**src/hw/rtl/wss_pkg.sv**
```systemverilog
// ----------------------------------------------------------------------------
// wss_pkg
// Shared types and constants of the work slot scheduler: request and status
// codes, sequencer states, table command groups and field widths.
// ----------------------------------------------------------------------------
package wss_pkg;

  localparam int unsigned WORK_SLOTS_DEF    = 16;
  localparam int unsigned PROGRAM_SLOTS_DEF = 8;

  // Fixed widths of the transaction fields.
  localparam int unsigned ACTION_W       = 2;
  localparam int unsigned TAG_W          = 32;
  localparam int unsigned STREAM_W       = 3;
  localparam int unsigned FINISH_SLOT_W  = 4;
  localparam int unsigned STATUS_W       = 3;
  localparam int unsigned WORK_SLOT_W    = 4;
  localparam int unsigned PROGRAM_SLOT_W = 3;
  localparam int unsigned AGE_W          = 64;

  // Program reference counts saturate at their all-ones value.
  localparam int unsigned         REFS_W   = 5;
  localparam logic [REFS_W-1:0]   REFS_MAX = '1;

  // Stream code that matches any requester.
  localparam logic [STREAM_W-1:0] ANY_STREAM = '1;

  typedef enum logic [ACTION_W-1:0] {
    ACT_PUSH   = 2'd0,
    ACT_POP    = 2'd1,
    ACT_FINISH = 2'd2,
    ACT_STOP   = 2'd3
  } action_e;

  typedef enum logic [STATUS_W-1:0] {
    STS_OK           = 3'd0,
    STS_NO_ROOM      = 3'd1,
    STS_NONE_PENDING = 3'd2,
    STS_STOPPED      = 3'd3,
    STS_NOT_IN_USE   = 3'd4
  } status_e;

  typedef enum logic [3:0] {
    S_IDLE,
    S_PSCAN,
    S_PUPD,
    S_OSCAN,
    S_OUPD,
    S_FRD,
    S_FWAIT,
    S_FUPD,
    S_RESP
  } fsm_e;

  // Work table operations. Reads use the read address, all others the
  // write address.
  typedef struct packed {
    logic rd;
    logic fill;
    logic activate;
    logic release_slot;
  } work_cmd_t;

  // Program table operations. A write also marks the entry valid.
  typedef struct packed {
    logic rd;
    logic wr;
  } prog_cmd_t;

endpackage

```
**src/hw/rtl/work_slot_scheduler_core.sv**
```systemverilog
// ----------------------------------------------------------------------------
// work_slot_scheduler_core
// Slot-based work scheduler with a reference-counted program cache. A
// sequencer walks the work and program tables held in synchronous memories.
//
//   channel  direction  handshake                payload
//   in       sink       in_valid_i / in_ready_o  action, prog_ident, stream,
//                                                finish_slot
//   out      source     out_valid_o / out_ready_i status, work_slot,
//                                                program_slot, program_reload,
//                                                work_age, work_stream
//
// One transaction is worked at a time. A push scans the work and program
// tables and a pop the work table, one entry per cycle through the table
// read ports; a finish reads the slot and, if it is in use, its program
// entry; a stop or a pop after stop goes straight to the response. The result
// waits in an output register, and the next request is taken while it waits.
// Reset clears all flags and needs no clearing pass.
// ----------------------------------------------------------------------------
module work_slot_scheduler_core #(
  parameter int unsigned WORK_SLOTS    = wss_pkg::WORK_SLOTS_DEF,
  parameter int unsigned PROGRAM_SLOTS = wss_pkg::PROGRAM_SLOTS_DEF
) (
  input  logic                                      clk_i,
  input  logic                                      rst_ni,
  input  logic                                      in_valid_i,
  output logic                                      in_ready_o,
  input  logic [wss_pkg::ACTION_W-1:0]              action_i,
  input  logic [wss_pkg::TAG_W-1:0]                 prog_ident_i,
  input  logic signed [wss_pkg::STREAM_W-1:0]       stream_i,
  input  logic [wss_pkg::FINISH_SLOT_W-1:0]         finish_slot_i,
  output logic                                      out_valid_o,
  input  logic                                      out_ready_i,
  output logic [wss_pkg::STATUS_W-1:0]              status_o,
  output logic [wss_pkg::WORK_SLOT_W-1:0]           work_slot_o,
  output logic [wss_pkg::PROGRAM_SLOT_W-1:0]        program_slot_o,
  output logic                                      program_reload_o,
  output logic [wss_pkg::AGE_W-1:0]                 work_age_o,
  output logic signed [wss_pkg::STREAM_W-1:0]       work_stream_o
);

  localparam int unsigned WIW      = (WORK_SLOTS > 1) ? $clog2(WORK_SLOTS) : 1;
  localparam int unsigned PIW      = (PROGRAM_SLOTS > 1) ? $clog2(PROGRAM_SLOTS) : 1;
  localparam int unsigned SCAN_MAX = (WORK_SLOTS > PROGRAM_SLOTS) ? WORK_SLOTS
                                                                  : PROGRAM_SLOTS;
  localparam int unsigned SIW      = (SCAN_MAX > 1) ? $clog2(SCAN_MAX) : 1;
  localparam int unsigned CW       = $clog2(SCAN_MAX + 1);
  localparam int unsigned WSW      = wss_pkg::WORK_SLOT_W;
  localparam int unsigned PSW      = wss_pkg::PROGRAM_SLOT_W;
  localparam int unsigned RW       = wss_pkg::REFS_W;

  wss_pkg::fsm_e      state_q, state_d;
  wss_pkg::work_cmd_t work_cmd;
  wss_pkg::prog_cmd_t prog_cmd;

  // Table ports.
  logic [WIW-1:0]                 work_rd_addr, work_wr_addr;
  logic [wss_pkg::STREAM_W-1:0]   work_rd_stream;
  logic [PIW-1:0]                 work_rd_prog;
  logic [wss_pkg::AGE_W-1:0]      work_rd_age;
  logic                           work_rd_busy, work_rd_active;
  logic [PIW-1:0]                 prog_rd_addr, prog_wr_addr;
  logic [wss_pkg::TAG_W-1:0]      prog_wr_tag, prog_rd_tag;
  logic [RW-1:0]                  prog_wr_refs, prog_rd_refs;
  logic                           prog_rd_valid;

  // Request and scan state.
  logic [CW-1:0]                  cnt_q;
  logic [SIW-1:0]                 ev_idx_q;
  logic [wss_pkg::TAG_W-1:0]      pid_q;
  logic [wss_pkg::STREAM_W-1:0]   strm_q;
  logic [WIW-1:0]                 fslot_q;
  logic                           pfound_q, pfree_seen_q, wfound_q;
  logic [PIW-1:0]                 pidx_q, pfree_q, fprog_q, sel_prog_q;
  logic [RW-1:0]                  prefs_q;
  logic [WIW-1:0]                 widx_q;
  logic [wss_pkg::AGE_W-1:0]      sel_age_q;
  logic [wss_pkg::STREAM_W-1:0]   sel_strm_q;

  // Result being built, and the output register.
  wss_pkg::status_e               res_status_q, out_status_q;
  logic [WSW-1:0]                 res_work_q, out_work_q;
  logic [PSW-1:0]                 res_prog_q, out_prog_q;
  logic                           res_reload_q, out_reload_q;
  logic [wss_pkg::AGE_W-1:0]      res_age_q, out_age_q;
  logic [wss_pkg::STREAM_W-1:0]   res_strm_q, out_strm_q;
  logic                           out_valid_q;

  logic [wss_pkg::AGE_W-1:0]      next_age_q;
  logic                           running_q;

  logic           out_free, fin_in_range, ev_vld, ev_in_w, ev_in_p;
  logic           prog_match, pop_elig, push_ok;
  logic [PIW-1:0] push_prog;
  logic [RW-1:0]  push_refs, fin_refs;

  wss_work_tbl #(
    .WORK_SLOTS   (WORK_SLOTS),
    .PROGRAM_SLOTS(PROGRAM_SLOTS)
  ) u_work_tbl (
    .clk_i      (clk_i),
    .rst_ni     (rst_ni),
    .cmd_i      (work_cmd),
    .rd_addr_i  (work_rd_addr),
    .wr_addr_i  (work_wr_addr),
    .wr_stream_i(strm_q),
    .wr_prog_i  (push_prog),
    .wr_age_i   (next_age_q),
    .rd_stream_o(work_rd_stream),
    .rd_prog_o  (work_rd_prog),
    .rd_age_o   (work_rd_age),
    .rd_busy_o  (work_rd_busy),
    .rd_active_o(work_rd_active)
  );

  wss_prog_tbl #(
    .PROGRAM_SLOTS(PROGRAM_SLOTS)
  ) u_prog_tbl (
    .clk_i     (clk_i),
    .rst_ni    (rst_ni),
    .cmd_i     (prog_cmd),
    .rd_addr_i (prog_rd_addr),
    .wr_addr_i (prog_wr_addr),
    .wr_tag_i  (prog_wr_tag),
    .wr_refs_i (prog_wr_refs),
    .rd_tag_o  (prog_rd_tag),
    .rd_refs_o (prog_rd_refs),
    .rd_valid_o(prog_rd_valid)
  );

  assign out_free     = !out_valid_q || out_ready_i;
  assign fin_in_range = 32'(finish_slot_i) < WORK_SLOTS;

  // Read data of the previous scan cycle belongs to entry ev_idx_q.
  assign ev_vld     = (cnt_q != '0);
  assign ev_in_w    = ev_vld && (32'(ev_idx_q) < WORK_SLOTS);
  assign ev_in_p    = ev_vld && (32'(ev_idx_q) < PROGRAM_SLOTS);
  assign prog_match = prog_rd_valid && (prog_rd_tag == pid_q);
  assign pop_elig   = work_rd_busy && !work_rd_active &&
                      ((work_rd_stream == strm_q) ||
                       (work_rd_stream == wss_pkg::ANY_STREAM));

  assign push_ok   = (pfound_q || pfree_seen_q) && wfound_q;
  assign push_prog = pfound_q ? pidx_q : pfree_q;
  // A retagged slot had no references, so it starts at one.
  assign push_refs = !pfound_q ? RW'(1) :
                     (prefs_q != wss_pkg::REFS_MAX) ? prefs_q + RW'(1) : prefs_q;
  assign fin_refs  = (prog_rd_refs != '0) ? prog_rd_refs - RW'(1) : prog_rd_refs;

  // Next state.
  always_comb begin
    state_d = state_q;
    unique case (state_q)
      wss_pkg::S_IDLE: begin
        if (in_valid_i) begin
          unique case (wss_pkg::action_e'(action_i))
            wss_pkg::ACT_PUSH:   state_d = wss_pkg::S_PSCAN;
            wss_pkg::ACT_POP:    state_d = running_q ? wss_pkg::S_OSCAN : wss_pkg::S_RESP;
            wss_pkg::ACT_FINISH: state_d = fin_in_range ? wss_pkg::S_FRD : wss_pkg::S_RESP;
            wss_pkg::ACT_STOP:   state_d = wss_pkg::S_RESP;
          endcase
        end
      end
      wss_pkg::S_PSCAN: begin
        if (cnt_q == CW'(SCAN_MAX)) state_d = wss_pkg::S_PUPD;
      end
      wss_pkg::S_PUPD:  state_d = wss_pkg::S_RESP;
      wss_pkg::S_OSCAN: begin
        if (cnt_q == CW'(WORK_SLOTS)) state_d = wss_pkg::S_OUPD;
      end
      wss_pkg::S_OUPD:  state_d = wss_pkg::S_RESP;
      wss_pkg::S_FRD:   state_d = wss_pkg::S_FWAIT;
      wss_pkg::S_FWAIT: state_d = work_rd_busy ? wss_pkg::S_FUPD : wss_pkg::S_RESP;
      wss_pkg::S_FUPD:  state_d = wss_pkg::S_RESP;
      wss_pkg::S_RESP: begin
        if (out_free) state_d = wss_pkg::S_IDLE;
      end
    endcase
  end

  // Table commands. Reads and writes of an entry never overlap because the
  // sequencer finishes its scan before it writes anything back.
  always_comb begin
    work_cmd     = '0;
    prog_cmd     = '0;
    work_rd_addr = cnt_q[WIW-1:0];
    work_wr_addr = widx_q;
    prog_rd_addr = cnt_q[PIW-1:0];
    prog_wr_addr = push_prog;
    prog_wr_tag  = pid_q;
    prog_wr_refs = push_refs;
    in_ready_o   = 1'b0;
    unique case (state_q)
      wss_pkg::S_IDLE: in_ready_o = 1'b1;
      wss_pkg::S_PSCAN: begin
        work_cmd.rd = 32'(cnt_q) < WORK_SLOTS;
        prog_cmd.rd = 32'(cnt_q) < PROGRAM_SLOTS;
      end
      wss_pkg::S_PUPD: begin
        work_cmd.fill = push_ok;
        prog_cmd.wr   = push_ok;
      end
      wss_pkg::S_OSCAN: work_cmd.rd = 32'(cnt_q) < WORK_SLOTS;
      wss_pkg::S_OUPD:  work_cmd.activate = wfound_q;
      wss_pkg::S_FRD: begin
        work_cmd.rd  = 1'b1;
        work_rd_addr = fslot_q;
      end
      wss_pkg::S_FWAIT: begin
        prog_cmd.rd  = work_rd_busy;
        prog_rd_addr = work_rd_prog;
      end
      wss_pkg::S_FUPD: begin
        work_cmd.release_slot = 1'b1;
        work_wr_addr          = fslot_q;
        prog_cmd.wr           = 1'b1;
        prog_wr_addr          = fprog_q;
        prog_wr_tag           = prog_rd_tag;
        prog_wr_refs          = fin_refs;
      end
      wss_pkg::S_RESP: ;
    endcase
  end

  always_ff @(posedge clk_i or negedge rst_ni) begin
    if (!rst_ni) begin
      state_q     <= wss_pkg::S_IDLE;
      running_q   <= 1'b1;
      next_age_q  <= '0;
      out_valid_q <= 1'b0;
    end else begin
      state_q <= state_d;
      if (state_q == wss_pkg::S_IDLE && in_valid_i &&
          wss_pkg::action_e'(action_i) == wss_pkg::ACT_STOP) begin
        running_q <= 1'b0;
      end
      if (state_q == wss_pkg::S_PUPD && push_ok) begin
        next_age_q <= next_age_q + 64'd1;
      end
      if (state_q == wss_pkg::S_RESP && out_free) begin
        out_valid_q <= 1'b1;
      end else if (out_ready_i) begin
        out_valid_q <= 1'b0;
      end
    end
  end

  always_ff @(posedge clk_i) begin
    unique case (state_q)
      wss_pkg::S_IDLE: begin
        if (in_valid_i) begin
          pid_q        <= prog_ident_i;
          strm_q       <= stream_i;
          fslot_q      <= WIW'(finish_slot_i);
          cnt_q        <= '0;
          pfound_q     <= 1'b0;
          pfree_seen_q <= 1'b0;
          wfound_q     <= 1'b0;
          res_work_q   <= '0;
          res_prog_q   <= '0;
          res_reload_q <= 1'b0;
          res_age_q    <= '0;
          res_strm_q   <= '0;
          if (wss_pkg::action_e'(action_i) == wss_pkg::ACT_POP && !running_q) begin
            res_status_q <= wss_pkg::STS_STOPPED;
          end else if (wss_pkg::action_e'(action_i) == wss_pkg::ACT_FINISH &&
                       !fin_in_range) begin
            res_status_q <= wss_pkg::STS_NOT_IN_USE;
          end else begin
            res_status_q <= wss_pkg::STS_OK;
          end
        end
      end
      wss_pkg::S_PSCAN: begin
        cnt_q    <= cnt_q + CW'(1);
        ev_idx_q <= cnt_q[SIW-1:0];
        // The first matching tag wins; free slots count only before it.
        if (ev_in_p && !pfound_q) begin
          if (prog_match) begin
            pfound_q <= 1'b1;
            pidx_q   <= ev_idx_q[PIW-1:0];
            prefs_q  <= prog_rd_refs;
          end else if (prog_rd_refs == '0) begin
            pfree_seen_q <= 1'b1;
            pfree_q      <= ev_idx_q[PIW-1:0];
          end
        end
        if (ev_in_w && !wfound_q && !work_rd_busy) begin
          wfound_q <= 1'b1;
          widx_q   <= ev_idx_q[WIW-1:0];
        end
      end
      wss_pkg::S_PUPD: begin
        if (push_ok) begin
          res_work_q   <= WSW'(widx_q);
          res_prog_q   <= PSW'(push_prog);
          res_reload_q <= !pfound_q;
          res_age_q    <= next_age_q;
        end else begin
          res_status_q <= wss_pkg::STS_NO_ROOM;
        end
      end
      wss_pkg::S_OSCAN: begin
        cnt_q    <= cnt_q + CW'(1);
        ev_idx_q <= cnt_q[SIW-1:0];
        if (ev_in_w && pop_elig && (!wfound_q || work_rd_age < sel_age_q)) begin
          wfound_q   <= 1'b1;
          widx_q     <= ev_idx_q[WIW-1:0];
          sel_age_q  <= work_rd_age;
          sel_prog_q <= work_rd_prog;
          sel_strm_q <= work_rd_stream;
        end
      end
      wss_pkg::S_OUPD: begin
        if (wfound_q) begin
          res_work_q <= WSW'(widx_q);
          res_prog_q <= PSW'(sel_prog_q);
          res_age_q  <= sel_age_q;
          res_strm_q <= sel_strm_q;
        end else begin
          res_status_q <= wss_pkg::STS_NONE_PENDING;
        end
      end
      wss_pkg::S_FRD: ;
      wss_pkg::S_FWAIT: begin
        if (work_rd_busy) begin
          fprog_q <= work_rd_prog;
        end else begin
          res_status_q <= wss_pkg::STS_NOT_IN_USE;
        end
      end
      wss_pkg::S_FUPD: begin
        res_work_q <= WSW'(fslot_q);
        res_prog_q <= PSW'(fprog_q);
      end
      wss_pkg::S_RESP: begin
        if (out_free) begin
          out_status_q <= res_status_q;
          out_work_q   <= res_work_q;
          out_prog_q   <= res_prog_q;
          out_reload_q <= res_reload_q;
          out_age_q    <= res_age_q;
          out_strm_q   <= res_strm_q;
        end
      end
    endcase
  end

  assign out_valid_o      = out_valid_q;
  assign status_o         = out_status_q;
  assign work_slot_o      = out_work_q;
  assign program_slot_o   = out_prog_q;
  assign program_reload_o = out_reload_q;
  assign work_age_o       = out_age_q;
  assign work_stream_o    = $signed(out_strm_q);

  // Every accepted transaction leaves the idle state.
  a_accept_busy: assert property (@(posedge clk_i) disable iff (!rst_ni)
    (in_valid_i && in_ready_o) |=> (state_q != wss_pkg::S_IDLE))
    else $error("accepted transaction did not start work");

  // The age counter only moves on a committed push.
  a_age_on_push: assert property (@(posedge clk_i) disable iff (!rst_ni)
    (next_age_q != $past(next_age_q)) |-> ($past(state_q) == wss_pkg::S_PUPD))
    else $error("age counter moved outside a push");

  // Once stopped, the scheduler stays stopped.
  a_stop_sticky: assert property (@(posedge clk_i) disable iff (!rst_ni)
    !running_q |=> !running_q)
    else $error("stopped flag cleared");

  // A result appears only when the response step hands it over.
  a_result_src: assert property (@(posedge clk_i) disable iff (!rst_ni)
    $rose(out_valid_o) |-> ($past(state_q) == wss_pkg::S_RESP))
    else $error("result valid without a response step");

endmodule

```
**src/hw/rtl/wss_work_tbl.sv**
```systemverilog
// ----------------------------------------------------------------------------
// wss_work_tbl
// Work slot table: stream, program slot and age per slot in a synchronous
// memory, with in-use and active flags in flops read alongside.
// ----------------------------------------------------------------------------
module wss_work_tbl #(
  parameter int unsigned WORK_SLOTS    = wss_pkg::WORK_SLOTS_DEF,
  parameter int unsigned PROGRAM_SLOTS = wss_pkg::PROGRAM_SLOTS_DEF,
  localparam int unsigned WIW = (WORK_SLOTS > 1) ? $clog2(WORK_SLOTS) : 1,
  localparam int unsigned PIW = (PROGRAM_SLOTS > 1) ? $clog2(PROGRAM_SLOTS) : 1
) (
  input  logic                          clk_i,
  input  logic                          rst_ni,
  input  wss_pkg::work_cmd_t            cmd_i,
  input  logic [WIW-1:0]                rd_addr_i,
  input  logic [WIW-1:0]                wr_addr_i,
  input  logic [wss_pkg::STREAM_W-1:0]  wr_stream_i,
  input  logic [PIW-1:0]                wr_prog_i,
  input  logic [wss_pkg::AGE_W-1:0]     wr_age_i,
  output logic [wss_pkg::STREAM_W-1:0]  rd_stream_o,
  output logic [PIW-1:0]                rd_prog_o,
  output logic [wss_pkg::AGE_W-1:0]     rd_age_o,
  output logic                          rd_busy_o,
  output logic                          rd_active_o
);

  localparam int unsigned EW = wss_pkg::STREAM_W + PIW + wss_pkg::AGE_W;

  logic [EW-1:0]         mem_q [WORK_SLOTS];
  logic [EW-1:0]         rd_data_q;
  logic [WORK_SLOTS-1:0] busy_q;
  logic [WORK_SLOTS-1:0] active_q;
  logic                  rd_busy_q;
  logic                  rd_active_q;

  always_ff @(posedge clk_i) begin
    if (cmd_i.fill) begin
      mem_q[wr_addr_i] <= {wr_stream_i, wr_prog_i, wr_age_i};
    end
    if (cmd_i.rd) begin
      rd_data_q <= mem_q[rd_addr_i];
    end
  end

  always_ff @(posedge clk_i or negedge rst_ni) begin
    if (!rst_ni) begin
      busy_q      <= '0;
      active_q    <= '0;
      rd_busy_q   <= 1'b0;
      rd_active_q <= 1'b0;
    end else begin
      if (cmd_i.fill) begin
        busy_q[wr_addr_i]   <= 1'b1;
        active_q[wr_addr_i] <= 1'b0;
      end
      if (cmd_i.activate) begin
        active_q[wr_addr_i] <= 1'b1;
      end
      if (cmd_i.release_slot) begin
        busy_q[wr_addr_i]   <= 1'b0;
        active_q[wr_addr_i] <= 1'b0;
      end
      if (cmd_i.rd) begin
        rd_busy_q   <= busy_q[rd_addr_i];
        rd_active_q <= active_q[rd_addr_i];
      end
    end
  end

  assign rd_stream_o = rd_data_q[EW-1 -: wss_pkg::STREAM_W];
  assign rd_prog_o   = rd_data_q[wss_pkg::AGE_W +: PIW];
  assign rd_age_o    = rd_data_q[wss_pkg::AGE_W-1:0];
  assign rd_busy_o   = rd_busy_q;
  assign rd_active_o = rd_active_q;

endmodule

```
**src/hw/rtl/wss_prog_tbl.sv**
```systemverilog
// ----------------------------------------------------------------------------
// wss_prog_tbl
// Program slot table: tag and reference count per slot in a synchronous
// memory, with valid flags in flops. An invalid slot reads zero references.
// ----------------------------------------------------------------------------
module wss_prog_tbl #(
  parameter int unsigned PROGRAM_SLOTS = wss_pkg::PROGRAM_SLOTS_DEF,
  localparam int unsigned PIW = (PROGRAM_SLOTS > 1) ? $clog2(PROGRAM_SLOTS) : 1
) (
  input  logic                        clk_i,
  input  logic                        rst_ni,
  input  wss_pkg::prog_cmd_t          cmd_i,
  input  logic [PIW-1:0]              rd_addr_i,
  input  logic [PIW-1:0]              wr_addr_i,
  input  logic [wss_pkg::TAG_W-1:0]   wr_tag_i,
  input  logic [wss_pkg::REFS_W-1:0]  wr_refs_i,
  output logic [wss_pkg::TAG_W-1:0]   rd_tag_o,
  output logic [wss_pkg::REFS_W-1:0]  rd_refs_o,
  output logic                        rd_valid_o
);

  localparam int unsigned EW = wss_pkg::TAG_W + wss_pkg::REFS_W;

  logic [EW-1:0]            mem_q [PROGRAM_SLOTS];
  logic [EW-1:0]            rd_data_q;
  logic [PROGRAM_SLOTS-1:0] valid_q;
  logic                     rd_valid_q;

  always_ff @(posedge clk_i) begin
    if (cmd_i.wr) begin
      mem_q[wr_addr_i] <= {wr_tag_i, wr_refs_i};
    end
    if (cmd_i.rd) begin
      rd_data_q <= mem_q[rd_addr_i];
    end
  end

  always_ff @(posedge clk_i or negedge rst_ni) begin
    if (!rst_ni) begin
      valid_q    <= '0;
      rd_valid_q <= 1'b0;
    end else begin
      if (cmd_i.wr) begin
        valid_q[wr_addr_i] <= 1'b1;
      end
      if (cmd_i.rd) begin
        rd_valid_q <= valid_q[rd_addr_i];
      end
    end
  end

  // Counts read as zero after reset; a slot becomes valid when it is first written.
  assign rd_tag_o   = rd_data_q[EW-1 -: wss_pkg::TAG_W];
  assign rd_refs_o  = rd_valid_q ? rd_data_q[wss_pkg::REFS_W-1:0] : '0;
  assign rd_valid_o = rd_valid_q;

endmodule
```
**config.mk**
```make
export PLATFORM = sky130hd
export DESIGN_NAME = work_slot_scheduler_core
export DESIGN_NICKNAME = d
export VERILOG_FILES = /design/src/hw/rtl/wss_pkg.sv /design/src/hw/rtl/work_slot_scheduler_core.sv /design/src/hw/rtl/wss_work_tbl.sv /design/src/hw/rtl/wss_prog_tbl.sv
export SDC_FILE = /design/constraint.sdc
export NUM_CORES = 2
export LEC_CHECK = 0
export ABC_CLOCK_PERIOD_IN_PS = 9600
export BUFFER_PORTS_ARGS = -buffer_cell sky130_fd_sc_hd__buf_2
export CAP_MARGIN = 20
export CORE_MARGIN = 2
export CORE_UTILIZATION = 60
export DETAILED_ROUTE_END_ITERATION = 7
export GPL_TIMING_DRIVEN = 0
export PLACE_DENSITY = 0.77
export SKIP_CTS_REPAIR_TIMING = 1
export SLEW_MARGIN = 5
export SYNTH_ARGS = -nofsm -noshare
export SYNTH_HDL_FRONTEND = slang
export SYNTH_SLANG_ARGS = --single-unit
```
**constraint.sdc**
```tcl
create_clock -name clk_i -period 9.6 [get_ports clk_i]
set_clock_uncertainty 0.15 [all_clocks]
set_input_delay 0.96 -clock clk_i [delete_from_list [all_inputs] [get_ports clk_i]]
set_output_delay 0.96 -clock clk_i [all_outputs]
set_load 0.01 [all_outputs]
```
==> results.py <==
metrics = {
    "worst_setup_path": {
        "critical_path.most_common_cell": "a21oi_1",
        "cp-start-kind": "flop",
        "cp_cell_sequence": "nor3_1 > a21oi_1 > a2111oi_0 > o21ai_0 > a211oi_1 > a21oi_1 > nor2_4 > buf_12",
        "cp.required_ns": 9.95,
        "max_stage_delay_ns": 0.79,
        "path_max_fanout": 26,
        "end_kind": "flop",
        "path_buf_inv": 1,
        "crit_arrival_ns": 4.57,
        "critPathTopFamily": "compound AO/OA/AOI/OAI gates",
        "crit_type": "reg2reg",
        "critical_path.slowest_cell": "nor2_4",
    },
    "cts": {
        "clkTransAtPathRegs_ns": 0.07,
        "cts_tree": "yes",
        "cts_sinks": 1931,
        "htreeDepth": 4,
        "clock_latency_ns": 0.83,
        "cts_buffers": 185,
        "cts-root-buf": "clkbuf_16",
        "cts_buffer_depth": 3,
    },
    "floorplan": {
        "pin_count": 125,
        "die_area_sq_mm": 0.127,
        "fp.dieH_microns": 357,
        "die_w_microns": 357,
        "initial_core_util_pct": 60.5,
        "rows": 129,
        "core-area_sq_mm": 0.124,
    },
    "run": {
        "max_cap_violations": 0,
    },
    "timing": {
        "rsz0062_at_grt": "false",
        "setup_viol": 0,
        "drv_slew": 0,
        "hold_viol": 0,
        "slew-limit-headroom_pct": 14.4,
        "fin_crit_ns": 4.23,
        "min_period_over_period_pct": 44.0,
        "fmax_ghz": 0.237,
        "tightestPinTransition_ns": 1.28,
        "tns_ns": 0,
    },
    "pwr": {
        "p_sw_uw": 7760,
        "combPwrFrac_pct": 26.1,
        "ir_drop_mv": 0.229,
        "p_leak_uw": 0.0297,
        "p_sw_share_pct": 32.1,
        "powerDensity_mw_per_mm2": 283,
        "seqPwrFrac_pct": 43.8,
        "intPower_uw": 16400,
        "p_clk_share_pct": 30.1,
    },
    "grt": {
        "antenna_found_initial": 7,
        "grt_pass1_vias": 42179,
        "grt-ovfl-total": 0,
        "grt_pass1_wl_microns": 282000,
        "grt.total_usage_pct": 30.7,
        "grt_max_degree": 76,
    },
    "placed_design": {
        "portBuffers": 124,
        "gp_congestion": 0.873,
        "dp_cells": 6112,
        "dp_hpwl_microns": 123000,
    },
    "synthesis": {
        "ys.flop_type": "edfxtp_1",
        "netlist_instances": 4261,
        "synth_area_sq_mm": 0.0748,
        "synth_top_area_share_pct": 73.0,
        "postSynthNetCount": 4374,
        "async_reset_ff_share_pct": 5.85,
        "synthTopCellsByCount": "edfxtp_1 (1818), nand2_1 (613), mux4_2 (241)",
        "yosysMostFrequentCell": "edfxtp_1",
        "yosysWarningCount": 0,
        "avgSynthCellArea_sq_um": 17.5,
        "yosysTopAreaCell": "edfxtp_1",
        "synth_cell_types": 73,
        "yosysSeqAreaShare_pct": 76.8,
        "synth.top_cells.by_area": "edfxtp_1 (73%), mux4_2 (7.3%), dfrtp_1 (3.7%), nand2_1 (3.1%), nand3_1 (1.5%)",
        "synth-seq-cells": 1931,
        "synth-edff-count": 1818,
    },
    "layout": {
        "final_cells": 6459,
        "final_nets": 4778,
        "fill_cells": 7458,
        "seq_area_sq_mm": 0.0574,
        "area_growth_pct": 14.4,
        "multi_input_area_sq_mm": 0.0163,
        "drive_above_1_share_pct": 19.5,
    },
    "status": {
        "failed_checks": "DRC",
        "status": "finished with violations",
    },
    "drt": {
        "drc_errors": 9,
        "detail-route-antenna-nets": 0,
        "wl_microns": 194000,
        "drtPass1Iterations": 8,
        "via_per_inst": 6.62,
        "routedWlPerCell_microns": 30.1,
        "dr.first_iter.drc_count": 6425,
        "vias": 42745,
    },
    "worst_hold_path": {
        "hp-class": "in2reg",
    },
}
registers in the layout (all words and copies together) (netlist names), 4 cells and up:
name                  count
u_work_tbl.mem_q       1120
u_prog_tbl.mem_q        296
u_work_tbl.rd_data_q     70
next_age_q               64
res_age_q                64
sel_age_q                64
work_age_o               64
u_prog_tbl.rd_data_q     37
pid_q                    32
u_work_tbl.active_q      16
u_work_tbl.busy_q        16
u_prog_tbl.valid_q        8
cnt_q                     5
prefs_q                   5
ev_idx_q                  4
fslot_q                   4
res_work_q                4
state_q                   4
widx_q                    4
work_slot_o               4
worst paths after layout:
kind | from | end | slack, ns | cells after the start
max | strm_q[1] | sel_age_q[38] | 5.37 | 8
min | prog_ident_i[4] | pid_q[4] | 0.16 | 1
max reg2reg | strm_q[1] | sel_age_q[38] | 5.37 | 8
min reg2reg | res_age_q[36] | work_age_o[36] | 0.26 | 0
max in group asynchronous | rst_ni | next_age_q[20] | 7.98 | 3
min in group asynchronous | rst_ni | next_age_q[57] | 0.49 | 2
final cells by class:
cell class	count	share of cell area [%]
clock buffer	226	5.81
inverter	93	0.408
sequential	1931	67.1
timing repair buffer	217	2.85
antenna	3	0.00878
clock inverter	115	1.24
tap	1637	2.39
multi-input combinational	2041	19.0
buffer	196	1.12
metal layers:
metal / vias up / track usage, % / wire (microns)
met5: - / 0 / 10
li1: 17453 / - / -
met3: 578 / 5.98 / 20400
met2: 3062 / 49.0 / 93500
met4: 2 / 14.0 / 9740
met1: 21650 / 41.7 / 70700
layout by cell type, fill, tap and decap left out, types with 8 or more instances in the layout:
master     netlist  routed
nor2_1         100      73
xnor2_1         44      44
dfrtp_1        112     112
mux4_2         241     241
a22o_1          57      57
ha_1            68      68
or2_2           12      12
o21ai_0        106     106
clkbuf_16        0     193
mux2i_1         42      42
mux2_2          47      47
buf_12           0      50
nand3_1        225     225
clkbuf_1        95     122
buf_16           0      21
a22oi_1         69      69
buf_2           68     191
nor3_1          16      15
xor2_1          62      62
clkinv_2         0      37
nand2_1        613     613
a21oi_1         39      39
o22a_1          17      17
clkinv_1         0      37
bufinv_16        0      17
edfxtp_1      1818    1818
nand3b_1         8       8
inv_1           93      92
nor4_1          14      13
and3_1          12      12
buf_4           20      30
o21ai_1         46      46
nand4_1         71      71
buf_6            8      13
a32oi_1         28      28
nor2_4           0      26
cell families (layout without fill, tap and decap cells):
| group | Yosys count | after routing | share of synthesized area (%) |
|---|---|---|---|
| muxes | 333 | 333 | 8.60 |
| adders and majority gates | 68 | 68 | 1.14 |
| xor gates and xnor gates | 106 | 106 | 1.24 |
| and+or+nand+nor | 1118 | 1118 | 6.73 |
| DFF | 1931 | 1931 | 76.8 |
| other | 0 | 3 | 0 |
| buffers and inverters | 289 | 847 | 1.75 |
| AOI/OAI and AO/OA | 416 | 416 | 3.73 |
power by group through the flow:
stage,registers [uW],clock network (uW),logic (uW)
after floorplan,10700,0,3600
after global placement,10800,0,5790
after detailed placement,10700,0,6150
after CTS,10600,7310,6260
after global routing,10600,7620,6630
final,10600,7270,6320
stage by stage:
stage          setup slack (ns)  instance area (sq um)  total power, uW  hold slack, ns  utilization, %
2_1_floorplan              2.30                  74800            14300           0.250               -
3_3_place_gp              -3.14                  77400            16600           0.252            62.6
3_5_place_dp               5.53                  79500            16900           0.255            64.3
4_1_cts                    5.45                  85500            24100          -0.114            69.1
5_1_grt                    5.20                  85500            24900           0.137            69.2
6_report                   5.37                  85500            24200           0.156            69.2
(Power assumes the default switching activity.)
